`src/hdl/lts_pkg.sv`:
```
// ----------------------------------------------------------------------------
// lts_pkg
// Shared types, constants and LED tables for the LED twinkle sequencer.
// ----------------------------------------------------------------------------
`default_nettype none

package lts_pkg;

    // Field widths
    localparam int RANDOM_W   = 8;
    localparam int MV_W       = 13;
    localparam int PORT_W     = 2;
    localparam int PIN_W      = 3;
    localparam int PULSE_W    = 8;
    localparam int STOKE_W    = 7;
    localparam int MASK_W     = 7;
    localparam int COUNT_W    = 8;
    localparam int CFG_IDX_W  = 3;
    localparam int CFG_DATA_W = 13;

    // Table geometry
    localparam int TABLE_LENGTH = 16;
    localparam int TABLE_IDX_W  = $clog2(TABLE_LENGTH);

    // LED port codes
    typedef enum logic [PORT_W-1:0] {
        PORT_A    = 2'd0,
        PORT_B    = 2'd1,
        PORT_C    = 2'd2,
        PORT_NONE = 2'd3
    } pin_bank_t;

    // Configuration register indexes
    typedef enum logic [CFG_IDX_W-1:0] {
        CFG_BLINK_LIMIT_MASK     = 3'd0,
        CFG_SELF_TEST_ENABLE     = 3'd1,
        CFG_STAR_ENABLE          = 3'd2,
        CFG_RAIL_CHARGE_ENABLE   = 3'd3,
        CFG_HARVEST_BLINK_ENABLE = 3'd4,
        CFG_LOW_SUPPLY_MV        = 3'd5
    } cfg_index_t;

    // Pulse and stoker constants
    localparam logic [MASK_W-1:0]  HARSH_LIMIT      = 7'd7;
    localparam logic [MV_W-1:0]    STOKE_LOW_MV     = 13'd2300;
    localparam logic [STOKE_W-1:0] STOKE_LOW_TICKS  = 7'd72;
    localparam logic [MV_W-1:0]    STOKE_HIGH_MV    = 13'd2800;
    localparam logic [STOKE_W-1:0] STOKE_HIGH_TICKS = 7'd100;
    localparam logic [PULSE_W-1:0] SELF_TEST_TICKS  = 8'd100;
    localparam logic [PIN_W-1:0]   STAR_PIN         = 3'd4;
    localparam logic [PIN_W-1:0]   STOKE_PIN        = 3'd3;

    // Register reset values
    localparam logic [MASK_W-1:0] BLINK_LIMIT_MASK_RST = 7'd7;
    localparam logic [MV_W-1:0]   LOW_SUPPLY_MV_RST    = 13'd2500;

    typedef struct packed {
        pin_bank_t        port;
        logic [PIN_W-1:0] pin;
    } led_entry_t;

    // Normal twinkle order
    function automatic led_entry_t twinkle_lookup(input logic [TABLE_IDX_W-1:0] idx);
        led_entry_t e;
        case (idx)
            4'd0:    e = '{PORT_B,    3'd1};
            4'd1:    e = '{PORT_B,    3'd4};
            4'd2:    e = '{PORT_A,    3'd2};
            4'd3:    e = '{PORT_NONE, 3'd0};
            4'd4:    e = '{PORT_B,    3'd0};
            4'd5:    e = '{PORT_A,    3'd4};
            4'd6:    e = '{PORT_C,    3'd0};
            4'd7:    e = '{PORT_B,    3'd5};
            4'd8:    e = '{PORT_B,    3'd3};
            4'd9:    e = '{PORT_A,    3'd5};
            4'd10:   e = '{PORT_B,    3'd4};
            4'd11:   e = '{PORT_B,    3'd2};
            4'd12:   e = '{PORT_A,    3'd7};
            4'd13:   e = '{PORT_C,    3'd1};
            4'd14:   e = '{PORT_C,    3'd3};
            4'd15:   e = '{PORT_B,    3'd4};
            default: e = '{PORT_NONE, 3'd0};
        endcase
        return e;
    endfunction

    // Self-test walk order
    function automatic led_entry_t selftest_lookup(input logic [TABLE_IDX_W-1:0] idx);
        led_entry_t e;
        case (idx)
            4'd0:    e = '{PORT_C,    3'd3};
            4'd1:    e = '{PORT_B,    3'd4};
            4'd2:    e = '{PORT_C,    3'd0};
            4'd3:    e = '{PORT_A,    3'd4};
            4'd4:    e = '{PORT_A,    3'd5};
            4'd5:    e = '{PORT_A,    3'd7};
            4'd6:    e = '{PORT_A,    3'd2};
            4'd7:    e = '{PORT_B,    3'd5};
            4'd8:    e = '{PORT_B,    3'd3};
            4'd9:    e = '{PORT_B,    3'd1};
            4'd10:   e = '{PORT_B,    3'd0};
            4'd11:   e = '{PORT_B,    3'd2};
            4'd12:   e = '{PORT_C,    3'd3};
            4'd13:   e = '{PORT_C,    3'd1};
            default: e = '{PORT_NONE, 3'd0};
        endcase
        return e;
    endfunction

endpackage

`default_nettype wire

```
`src/hdl/led_twinkle_sequencer.sv`:
```
// ----------------------------------------------------------------------------
// led_twinkle_sequencer
// Picks one LED per twinkle tick and reports pulse length, stoker pulse
// and reseed request.
// ----------------------------------------------------------------------------
// Usage:
//   Input channel (in_valid / in_stall) carries one tick item: random_byte,
//   in_startup, supply_mv. Output channel (out_valid / out_stall) carries one
//   result item per tick: led_port, led_pin, pulse_ticks, stoker_hold,
//   stoker_ticks, reseed_request.
//   Two register stages: an input register and a result register, with the
//   table lookup, pulse mask and voltage compares between them. An item
//   passes the input register, then the result register; throughput is
//   one item per cycle unless stalled, set by the single compute stage.
//   When the receiver stalls, the result register holds, the input register
//   fills behind it and in_stall rises only once both are occupied.
//   Reset clears both valid flags, the step counter and all configuration
//   registers to their defaults. Configuration is written through cfg_we /
//   cfg_index / cfg_data; writes to unlisted indexes are ignored.
// ----------------------------------------------------------------------------
`default_nettype none

module led_twinkle_sequencer
(
    input  wire logic                            clk,
    input  wire logic                            rst_n,

    // configuration write port
    input  wire logic                            cfg_we,
    input  wire logic [lts_pkg::CFG_IDX_W-1:0]   cfg_index,
    input  wire logic [lts_pkg::CFG_DATA_W-1:0]  cfg_data,

    // tick input channel
    input  wire logic                            in_valid,
    output logic                                 in_stall,
    input  wire logic [lts_pkg::RANDOM_W-1:0]    random_byte,
    input  wire logic                            in_startup,
    input  wire logic [lts_pkg::MV_W-1:0]        supply_mv,

    // result channel
    output logic                                 out_valid,
    input  wire logic                            out_stall,
    output logic [lts_pkg::PORT_W-1:0]           led_port,
    output logic [lts_pkg::PIN_W-1:0]            led_pin,
    output logic [lts_pkg::PULSE_W-1:0]          pulse_ticks,
    output logic                                 stoker_hold,
    output logic [lts_pkg::STOKE_W-1:0]          stoker_ticks,
    output logic                                 reseed_request
);

    import lts_pkg::*;

    // Configuration registers
    logic [MASK_W-1:0] blink_limit_mask_reg;
    logic              self_test_enable_reg;
    logic              star_enable_reg;
    logic              rail_charge_enable_reg;
    logic              harvest_blink_enable_reg;
    logic [MV_W-1:0]   low_supply_mv_reg;

    // Input stage
    logic                in_valid_reg;
    logic [RANDOM_W-1:0] random_reg;
    logic                startup_reg;
    logic [MV_W-1:0]     mv_reg;

    // Step counter
    logic [COUNT_W-1:0] step_counter_reg;
    logic [COUNT_W-1:0] step_counter_next;

    // Result stage
    logic               out_valid_reg;
    pin_bank_t          port_reg;
    logic [PIN_W-1:0]   pin_reg;
    logic [PULSE_W-1:0] pulse_reg;
    logic               hold_reg;
    logic [STOKE_W-1:0] stoke_reg;
    logic               reseed_reg;

    // Computed result
    pin_bank_t          port_next;
    logic [PIN_W-1:0]   pin_next;
    logic [PULSE_W-1:0] pulse_next;
    logic               hold_next;
    logic [STOKE_W-1:0] stoke_next;
    logic               reseed_next;

    logic out_load;
    logic in_load;

    // Handshake: result register loads when empty or being taken
    assign out_load = in_valid_reg && (!out_valid_reg || !out_stall);
    assign in_stall = in_valid_reg && !out_load;
    assign in_load  = in_valid && !in_stall;

    // Configuration writes
    always_ff @(posedge clk or negedge rst_n)
    begin
        if (!rst_n)
        begin
            blink_limit_mask_reg     <= BLINK_LIMIT_MASK_RST;
            self_test_enable_reg     <= 1'b0;
            star_enable_reg          <= 1'b1;
            rail_charge_enable_reg   <= 1'b1;
            harvest_blink_enable_reg <= 1'b1;
            low_supply_mv_reg        <= LOW_SUPPLY_MV_RST;
        end
        else if (cfg_we)
        begin
            case (cfg_index)
                CFG_BLINK_LIMIT_MASK:     blink_limit_mask_reg     <= cfg_data[MASK_W-1:0];
                CFG_SELF_TEST_ENABLE:     self_test_enable_reg     <= cfg_data[0];
                CFG_STAR_ENABLE:          star_enable_reg          <= cfg_data[0];
                CFG_RAIL_CHARGE_ENABLE:   rail_charge_enable_reg   <= cfg_data[0];
                CFG_HARVEST_BLINK_ENABLE: harvest_blink_enable_reg <= cfg_data[0];
                CFG_LOW_SUPPLY_MV:        low_supply_mv_reg        <= cfg_data[MV_W-1:0];
                default: ;
            endcase
        end
    end

    // Input register
    always_ff @(posedge clk or negedge rst_n)
    begin
        if (!rst_n)
        begin
            in_valid_reg <= 1'b0;
        end
        else if (!in_stall)
        begin
            in_valid_reg <= in_valid;
        end
    end

    always_ff @(posedge clk)
    begin
        if (in_load)
        begin
            random_reg  <= random_byte;
            startup_reg <= in_startup;
            mv_reg      <= supply_mv;
        end
    end

    // Tick computation
    always_comb
    begin
        logic [MASK_W-1:0]      limit;
        logic [MASK_W-1:0]      gray;
        logic [TABLE_IDX_W-1:0] idx;
        led_entry_t             e;
        logic                   lit;

        // pulse length from masked random value
        limit = blink_limit_mask_reg;
        if ((startup_reg || (mv_reg < low_supply_mv_reg)) && (limit > HARSH_LIMIT))
        begin
            limit = HARSH_LIMIT;
        end
        gray       = random_reg[MASK_W-1:0] ^ random_reg[MASK_W:1];
        pulse_next = {1'b0, gray & limit} + PULSE_W'(1);
        hold_next  = 1'b0;

        // table lookup
        idx = random_reg[TABLE_IDX_W-1:0] + step_counter_reg[TABLE_IDX_W-1:0];
        if (self_test_enable_reg)
        begin
            pulse_next = SELF_TEST_TICKS;
            hold_next  = 1'b1;
            e          = selftest_lookup(step_counter_reg[TABLE_IDX_W-1:0]);
        end
        else
        begin
            e = twinkle_lookup(idx);
        end
        port_next  = e.port;
        pin_next   = e.pin;
        stoke_next = '0;
        lit        = 1'b0;

        // gating per port
        case (e.port)
            PORT_A:
            begin
                lit = 1'b1;
            end
            PORT_B:
            begin
                lit = (e.pin != STAR_PIN) || star_enable_reg || self_test_enable_reg;
            end
            PORT_C:
            begin
                if ((e.pin == STOKE_PIN) && rail_charge_enable_reg)
                begin
                    if (mv_reg >= STOKE_HIGH_MV)
                    begin
                        stoke_next = STOKE_HIGH_TICKS;
                    end
                    else if (mv_reg >= STOKE_LOW_MV)
                    begin
                        stoke_next = STOKE_LOW_TICKS;
                    end
                end
                else
                begin
                    lit = harvest_blink_enable_reg;
                end
            end
            default:
            begin
                lit = 1'b0;
            end
        endcase

        if (!lit)
        begin
            port_next  = PORT_NONE;
            pin_next   = '0;
            pulse_next = '0;
        end

        // counter advance and reseed
        step_counter_next = step_counter_reg + COUNT_W'(1);
        reseed_next       = (step_counter_next == {COUNT_W{1'b1}});
    end

    // Step counter
    always_ff @(posedge clk or negedge rst_n)
    begin
        if (!rst_n)
        begin
            step_counter_reg <= '0;
        end
        else if (out_load)
        begin
            step_counter_reg <= step_counter_next;
        end
    end

    // Result register
    always_ff @(posedge clk or negedge rst_n)
    begin
        if (!rst_n)
        begin
            out_valid_reg <= 1'b0;
        end
        else if (!out_valid_reg || !out_stall)
        begin
            out_valid_reg <= in_valid_reg;
        end
    end

    always_ff @(posedge clk)
    begin
        if (out_load)
        begin
            port_reg   <= port_next;
            pin_reg    <= pin_next;
            pulse_reg  <= pulse_next;
            hold_reg   <= hold_next;
            stoke_reg  <= stoke_next;
            reseed_reg <= reseed_next;
        end
    end

    // Outputs
    assign out_valid      = out_valid_reg;
    assign led_port       = port_reg;
    assign led_pin        = pin_reg;
    assign pulse_ticks    = pulse_reg;
    assign stoker_hold    = hold_reg;
    assign stoker_ticks   = stoke_reg;
    assign reseed_request = reseed_reg;

endmodule

`default_nettype wire

```
`config.mk`:
```
export PLATFORM = sky130hd
export DESIGN_NAME = led_twinkle_sequencer
export DESIGN_NICKNAME = d
export VERILOG_FILES = /design/src/hdl/lts_pkg.sv /design/src/hdl/led_twinkle_sequencer.sv
export SDC_FILE = /design/constraint.sdc
export NUM_CORES = 1
export LEC_CHECK = 0
export ABC_AREA = 1
export BUFFER_PORTS_ARGS = -buffer_cell sky130_fd_sc_hd__buf_2
export CORE_ASPECT_RATIO = 0.9
export CORE_MARGIN = 5
export CORE_UTILIZATION = 30
export DETAILED_ROUTE_END_ITERATION = 8
export SYNTH_ARGS = -nofsm -noshare
export SYNTH_HDL_FRONTEND = slang
export SYNTH_SLANG_ARGS = --single-unit
```
`constraint.sdc`:
```
create_clock -name clk -period 3.4 [get_ports clk]
set_input_delay 0.51 -clock clk [delete_from_list [all_inputs] [get_ports clk]]
set_output_delay 0.51 -clock clk [all_outputs]
set_load 0.01 [all_outputs]
```
==> impl_metrics.yaml, run 1 <==
setup_path:
  slowest_stage: "fa_1"
  cp-end-kind: "flip-flop"
  crit_arrival_ps: 3190
  path_buf_inv: 2
  worstReg2RegStart: "step_counter_reg[0]"
  critical_path.cell_chain: "ha_1, inv_1, fa_1, ha_1, nor2_4, inv_1, nand2_1, nand2_1, o211ai_1, nand2_1, nor2_2, nand2_1, nand2_2, nand3_4, nand2_4, nor2_1"
  worst-r2r-cell-count: 16
  critical_path_class: "reg2reg"
  crit_path_max_fanout: 9
  critPathTopFamily: "adder cells"
  reg2reg_slack_ps: 300
  reg2reg_to: "pulse_ticks[1]"
  required_ps: 3490
  critPathLaunch: "step_counter_reg[0]"
  cp-start-kind: "flip-flop"
  slowest_delay_ps: 530
  critical_path_depth: 16
  endpoint: "pulse_ticks[1]"
  crit_top_cell: "nand2_1"
timing:
  worst_pin_slew_ps: 977
  max_slew_margin: 0.348
  fmax_ghz: 0.322
  fin_ws_ps: 298
  drv_slew: 0
  min_period_ps: 3100
  hold_violations: 0
  period_share: 0.912
  setup_viol: 0
  skew_ps: 5.33
  rsz0062_at_grt: "false"
  holdWs_ps: 267
  setup_tns_ps: 0
final_layout:
  drive_gt1_frac: 0.205
  finalCoreUtilization: 0.366
  diodes: 0
  area_growth_pct: 19.3
  finalNetCount: 602
yosys:
  synth_area_um2: 4110
  synthFlopType: "edfxtp_1"
  synth_cell_types: 39
  async_flop_share: 0.459
  synthCells: 465
  ys_ff_latch: 74
  yosysSeqAreaShare: 0.502
  synth_edf_count: 40
  ys_warn_count: 0
  syn_avg_cell_area_um2: 8.84
route:
  avgViaCountPerCell: 4.55
  drt_iter0_markers: 186
  drc: 0
  vias: 3210
  wl_um: 9010
  wl_per_cell_um: 12.8
  drtAntennaViolNets: 0
  dr.pass1.iters: 4
min_path:
  min_path_type: "in2async"
power:
  leakagePower_nw: 2.35
  peakVddDrop_mv: 0.329
  power_density_nw_per_um2: 794
  power_mw: 3.90
floorplan:
  std_cell_rows: 40
  io_pins: 67
  core_area_um2: 13400
  die_y_um: 121
  design.die.area_um2: 16200
  die_w_um: 133
  initial_core_util: 0.307
outcome:
  status: "finished, final reports clean"
cts:
  h-tree-depth: 3
  clk_pin_slew_ps: 60
  post_cts_buffers: 0
  cts_tree: "built"
  root_buffer: "clkbuf_16"
  cts_resized: 0
  cts_hold_buf: 0
  clockBufferDepth: 2
  cts_num_sinks: 74
  cts_buffers: 9
  insertion_delay_ps: 330
placed_design:
  dpl_worst_slack_ps: 323
  dp_hpwl_um: 6780
  gp_congestion: 0.812
  io_buffer_count: 63
grt:
  grt_max_degree: 35
  antenna_found_initial: 0
  grt_overflow: 0
  gr-usage-all-layers: 0.119
  grt_pass1_wl_um: 15200
  grt_pass1_vias: 3146
flow_run:
  maxCapViolations: 0
-- area by class of cell --
cell class,instances,area [µm²]
fillers,1379,8510
clock buffers,11,233
multi-input cells,310,1720
clock inverters,5,80.1
flip-flops and latches,74,2070
well taps,168,210
inverters,72,270
repair buffers,65,330
-- report_power, final --
| part | total (mW) | leakage, nW | switching (mW) | internal [mW] |
|---|---|---|---|---|
| registers | 1.35 | 0.785 | 0.145 | 1.21 |
| clock network | 1.01 | 0.146 | 0.365 | 0.642 |
| logic | 1.53 | 1.42 | 0.992 | 0.543 |
| total | 3.90 | 2.35 | 1.50 | 2.39 |
-- metrics by stage --
stage	std cells	area (µm²)
final	705	4910
after global routing	705	4910
after CTS	705	4910
after detailed placement	689	4590
after global placement	689	4590
after floorplan	467	4120
-- layout by cell type, fill, tap and decap left out, types with 2 or more instances in the layout --
cell        netlist  final
a21oi_1          19     19
a31oi_1           2      2
buf_2             2     63
buf_4             5      2
bufinv_16         0      2
clkbuf_1          3      2
clkbuf_16         0      9
clkinvlp_4        0      2
conb_1            1      3
dfrtp_1          23     23
dfstp_2          11     11
edfxtp_1         40     40
ha_1             26     26
inv_1            70     70
nand2_1         112    112
nand2_2           3      3
nand3_1          17     17
nand4_1           9      9
nor2_1           39     38
nor2_2            3      4
nor3_1            2      2
o211ai_1          4      4
o21ai_0          37     37
o21ai_1           2      2
o21ai_2           4      4
or2_2             4      4
xnor2_1           2      2
xor2_1           11     11
-- kinds of logic after synthesis --
family,share of synthesized area
AO/OA/AOI/OAI,0.0958
XOR/XNOR,0.0277
adder cells (fa/ha/maj),0.0840
buffers and inverters,0.0827
flip-flops,0.502
other,0.000912
AND/OR/NAND/NOR,0.207
-- worst min path at each step --
stage	from	endpoint	cells past startpoint
3_5_place_dp	low_supply_mv_reg[7]	low_supply_mv_reg[7]	2
5_1_grt	rst_n	step_counter_reg[7]	1
3_3_place_gp	in_valid_reg	out_valid	2
4_1_cts	rst_n	step_counter_reg[7]	1
6_report	rst_n	blink_limit_mask_reg[6]	1
2_1_floorplan	rst_n	blink_limit_mask_reg[3]	0
-- layer usage --
layer	vias to the layer above	wire length, µm	global-route usage
li1	1630	-	-
met1	1499	4290	0.154
met2	71	4140	0.189
met3	10	479	0.0394
met4	0	97	0.0398
met5	-	0	0
-- synthesized netlist by cell type, drive strengths merged, types with 3 or more instances --
| master | instances | share of area |
|---|---|---|
| ha | 26 | 0.079 |
| xor2 | 11 | 0.023 |
| a21oi | 19 | 0.023 |
| dfstp | 11 | 0.070 |
| o211ai | 4 | 0.0073 |
| nor2 | 43 | 0.043 |
| dfrtp | 23 | 0.14 |
| inv | 71 | 0.065 |
| nand2 | 116 | 0.11 |
| o21ai | 43 | 0.056 |
| or2 | 4 | 0.0061 |
| edfxtp | 40 | 0.29 |
| nand4 | 9 | 0.014 |
| clkbuf | 3 | 0.0027 |
| buf | 8 | 0.014 |
| nand3 | 18 | 0.025 |
(Power assumes the default switching activity.)
==> run 2: changes to the inputs <==
Settings changed: ABC_AREA 1 to unset, CAP_MARGIN set to 10.
==> run 2 against run 1 <==
  * First-iteration DRC count is 39% lower
  * Final cell count is 9.1% lower
  * Register-to-register slack worse by 99 ps
  * Synthesized cell count is 20% lower
  * Combinational power is 39% higher
  * Setup slack worse by 99 ps
  * Sequential share of layout area is 3.2 points lower
  * Largest cell class is now multi-input gates
  * Largest power group unchanged
  * Sequential power hardly changed
  * Final area is 8.2% higher
==> impl_metrics.yaml, run 2 <==
route:
  wl_um: 9760
  vias: 3050
  dr.pass1.iters: 4
  wl_per_cell_um: 15.2
  drc: 0
  drtAntennaViolNets: 0
  avgViaCountPerCell: 4.76
  drt_iter0_markers: 114
cts:
  cts_tree: "built"
  h-tree-depth: 3
  insertion_delay_ps: 340
  clockBufferDepth: 2
  clk_pin_slew_ps: 60
  cts_num_sinks: 74
  root_buffer: "clkbuf_16"
  cts_buffers: 9
final_layout:
  layout.cells.most_common_list: "buf_2 (63), edfxtp_1 (40), inv_1 (27)"
  final_cells: 641
  drive_gt1_frac: 0.359
  seq_area_um2: 2070
  diodes: 0
  final_common_cell: "buf_2"
  finalCoreUtilization: 0.376
  finalNetCount: 513
  multiInputGateArea_um2: 2150
  fill_cells: 1375
  area_growth_pct: 21.9
power:
  p_comb_frac: 0.477
  peakVddDrop_mv: 0.324
  internal_power_mw: 2.77
  power_mw: 4.47
  p_sw_frac: 0.379
  leakagePower_nw: 2.14
  power_density_nw_per_um2: 842
  pwr-share-clk: 0.224
  p_seq_frac: 0.299
  p_switching_mw: 1.70
yosys:
  ys_ff_latch: 74
  syn_avg_cell_area_um2: 11.8
  synth_edf_count: 40
  synth_cell_types: 69
  async_flop_share: 0.459
  synth_most_common_cell: "edfxtp_1"
  ys_top_cells_by_area: "edfxtp_1 (28%), dfrtp_1 (13%), ha_1 (7.5%), dfstp_2 (6.6%), mux2_2 (6.5%)"
  ys_warn_count: 0
  synth_common_cells: "edfxtp_1 (40), inv_1 (27), ha_1 (26)"
  yosysSeqAreaShare: 0.475
  synthCells: 370
  synth_area_um2: 4350
  synthFlopType: "edfxtp_1"
  yosysTopAreaCell: "edfxtp_1"
  yosysTopAreaCellShare: 0.276
floorplan:
  io_pins: 67
  die_w_um: 137
  initial_core_util: 0.309
  core_area_um2: 14100
  die_y_um: 124
  std_cell_rows: 41
  design.die.area_um2: 17000
timing:
  drv_slew: 0
  period_share: 0.942
  fmax_ghz: 0.312
  hold_violations: 0
  setup_tns_ps: 0
  max_slew_margin: 0.317
  setup_viol: 0
  skew_ps: 7.08
  min_period_ps: 3200
  worst_pin_slew_ps: 1020
  holdWs_ps: 263
setup_path:
  crit_arrival_ps: 3330
  critical_path_class: "reg2reg"
  required_ps: 3530
  critPathLaunch: "random_reg[0]"
  crit_path_max_fanout: 12
  cp-start-kind: "flip-flop"
  cp-end-kind: "flip-flop"
  worstReg2RegStart: "random_reg[0]"
min_path:
  min_path_type: "in2async"
placed_design:
  dp_hpwl_um: 7520
  gp_congestion: 0.829
  dp_cells: 623
  io_buffer_count: 63
outcome:
  status: "finished, final reports clean"
flow_run:
  maxCapViolations: 0
grt:
  grt_overflow: 0
  grt_max_degree: 35
  grt_pass1_wl_um: 16300
  grt_pass1_vias: 3097
  gr-usage-all-layers: 0.121
  antenna_found_initial: 0
==> run 2: stage by stage <==
step	setup WS, ps	cell area [µm²]
global placement	179	4910
global route	-7.18	5310
finish	198	5310
detailed placement	-9.28	4910
CTS	25.7	5250
floorplan	258	4360
==> run 2: logic make-up (layout without fill, tap and decap cells) <==
family                   after synthesis  after routing  synth area share
AND/OR/NAND/NOR                      103            103             0.135
AO/OA/AOI/OAI                         73             73             0.145
adder cells (fa/ha/maj)               27             27            0.0793
flip-flops                            74             74             0.475
other                                  1              3          0.000861
XOR/XNOR                              19             19            0.0400
buffers and inverters                 43            119            0.0483
multiplexers                          30             30            0.0776
==> run 2: critical path, cell delays in order, from the launching register on <==
cell and delay (ps):
edfxtp_1 430, ha_1 240, inv_1 80, fa_2 490, inv_1 160, ha_2 240, o21ai_0 170, a311oi_4 410
buf_4 190, o41ai_4 80, buf_12 190, a2111oi_4 320
==> run 2: path summary, 6_finish.rpt <==
check	end	slack (ps)	cells after the start
setup / recovery	pulse_ticks[7]	200	11
hold / removal	low_supply_mv_reg[1]	260	1
setup reg to reg	pulse_ticks[7]	200	11
hold reg to reg	out_valid	490	1
max in group asynchronous	step_counter_reg[6]	2610	1
min in group clk	random_reg[5]	340	1
==> run 2: power groups by stage <==
stage	combinational [mW]	clock [mW]	sequential, mW
after global placement	2.02	0	1.35
after floorplan	1.53	0	1.35
final	2.13	1.00	1.33
after global routing	2.35	1.07	1.36
after CTS	2.08	1.03	1.34
after detailed placement	2.06	0	1.35
==> run 2: final cells by class <==
cell class              count  share of cell area
repair buffers             76              0.0802
flip-flops and latches     74               0.389
inverters                  27              0.0191
multi-input cells         255               0.405
well taps                 193              0.0455
clock inverters             5              0.0111
clock buffers              11              0.0497
==> run 2: repair_timing <==
item | CTS | global route
gates cloned | 0 | 0
resized for setup | 2 | 11
hold buffers | 0 | 0
buffers inserted | 0 | 2
endpoints found under the setup margin | 1 | 7
pin swaps | 1 | 8
==> run 2: layer usage <==
metal  global-route usage  vias to the layer above  wire length [µm]
met5                    0                        -                 0
met4               0.0364                        0               143
met3               0.0359                       11               663
met2                0.162                       71              3970
met1                0.183                     1450              4980
li1                     -                     1518                 -
==> run 3: changes to the inputs <==
Settings changed: MAX_ROUTING_LAYER set to met4.
==> run 3 against run 2 <==
  * Final area stayed put
  * Worst hold slack better by 2.5 ps
  * Sequential power hardly changed
  * Critical path depth stayed put
  * Largest cell class unchanged
  * Die area stayed put
  * Flip-flop and latch count stayed put
  * Fmax hardly changed
  * Clock skew hardly changed
  * Setup slack hardly changed
==> impl_metrics.yaml, run 3 (synthesis results as in run 2) <==
outcome:
  status: "finished, final reports clean"
route:
  vias: 3050
  wl_um: 9750
  drt_iter0_markers: 119
  dr.pass1.iters: 4
  drtAntennaViolNets: 0
  drc: 0
  avgViaCountPerCell: 4.76
  wl_per_cell_um: 15.2
setup_path:
  cp-end-kind: "flip-flop"
  required_ps: 3530
  crit_arrival_ps: 3330
  cp-start-kind: "flip-flop"
  crit_top_cell: "inv_1"
  slowest_stage: "fa_2"
  critical_path.cell_chain: "ha_1, inv_1, fa_2, inv_1, ha_2, o21ai_0, a311oi_4, buf_4, o41ai_4, buf_12, a2111oi_4"
  critical_path_class: "reg2reg"
  crit_path_max_fanout: 12
  slowest_delay_ps: 490
grt:
  grt_pass1_wl_um: 16300
  antenna_found_initial: 0
  grt_max_degree: 35
  grt_overflow: 0
  grt_pass1_vias: 3102
  gr-usage-all-layers: 0.124
final_layout:
  diodes: 0
  area_growth_pct: 21.9
  final_cells: 641
  finalNetCount: 513
  drive_gt1_frac: 0.359
  finalCoreUtilization: 0.376
  final_common_cell: "buf_2"
  layout.cells.most_common_list: "buf_2 (63), edfxtp_1 (40), inv_1 (27)"
min_path:
  min_path_type: "in2async"
power:
  pwr-share-clk: 0.224
  power_density_nw_per_um2: 842
  p_comb_frac: 0.477
  internal_power_mw: 2.77
  peakVddDrop_mv: 0.324
  p_switching_mw: 1.69
  p_seq_frac: 0.299
  leakagePower_nw: 2.14
  power_mw: 4.47
  p_sw_frac: 0.379
timing:
  skew_ps: 7.06
  period_share: 0.942
  min_period_ps: 3200
  setup_viol: 0
  fin_ws_ps: 198
  max_slew_margin: 0.310
  drv_slew: 0
  hold_violations: 0
  fmax_ghz: 0.312
  worst_pin_slew_ps: 1030
placed_design:
  dpl_worst_slack_ps: -9.28
  dp_hpwl_um: 7520
  dp_cells: 623
  io_buffer_count: 63
  gp_congestion: 0.842
cts:
  clk_pin_slew_ps: 60
  cts_tree: "built"
  cts_num_sinks: 74
  h-tree-depth: 3
  clockBufferDepth: 2
  cts_hold_buf: 0
  insertion_delay_ps: 340
  cts_buffers: 9
  root_buffer: "clkbuf_16"
floorplan:
  design.die.area_um2: 17000
  core_area_um2: 14100
  die_w_um: 137
  std_cell_rows: 41
  die_y_um: 124
  initial_core_util: 0.309
  io_pins: 67
flow_run:
  maxCapViolations: 0
run 3: cell counts in the layout (fill, tap and decap cells not counted):
Identical to the previous run, type by type.
run 3: cell type report:
type / count / area [µm²]
inverter: 27 / 101
clock inverter: 5 / 58.8
clock buffer: 11 / 264
fill: 1375 / 8800
tap: 193 / 241
sequential: 74 / 2070
timing repair buffer: 76 / 425
multi-input combinational: 255 / 2150
run 3: timing repair:
| item | in CTS | in global routing |
|---|---|---|
| pin swaps | 1 | 8 |
| endpoints found under the setup margin | 1 | 7 |
| resized for setup | 2 | 11 |
| buffers inserted | 0 | 2 |
run 3: metal layers:
metal  track usage  up-vias  part of all wire
met3        0.0311       12             0.056
met2         0.162       69              0.41
met1         0.186     1452              0.52
met5             -        -                 0
met4        0.0364        0             0.015
li1              -     1517                 -
run 3: worst max-delay path: cells and delay by family (launching register included):
family,cells,cell delay [ps]
buffers and inverters,4,620
flip-flops,1,430
adder cells (fa/ha/maj),3,970
AO/OA/AOI/OAI,4,980
run 3: metrics by stage:
step           area (µm²)  TNS (ps)  hold WS [ps]
6_report             5310         0           266
5_1_grt              5310     -7.18           334
4_1_cts              5250         0           292
3_5_place_dp         4910     -9.28           473
3_3_place_gp         4910         0           467
2_1_floorplan        4360         0           214
run 3: power by group through the flow:
stage	Sequential [mW]	Combinational, mW	Clock (mW)
finish	1.33	2.13	1.00
global route	1.36	2.35	1.07
CTS	1.34	2.08	1.03
detailed placement	1.35	2.06	0
global placement	1.35	2.02	0
floorplan	1.35	1.53	0
run 3: final timing paths:
| check | startpoint | endpoint | cells after the start | slack (ps) |
|---|---|---|---|---|
| max | random_reg[0] | pulse_ticks[7] | 11 | 200 |
| min | rst_n | low_supply_mv_reg[1] | 1 | 270 |
| max reg2reg | random_reg[0] | pulse_ticks[7] | 11 | 200 |
| min reg2reg | in_valid_reg | out_valid | 1 | 490 |
| max in group asynchronous | rst_n | step_counter_reg[6] | 1 | 2610 |
| min in group clk | random_byte[5] | random_reg[5] | 1 | 350 |
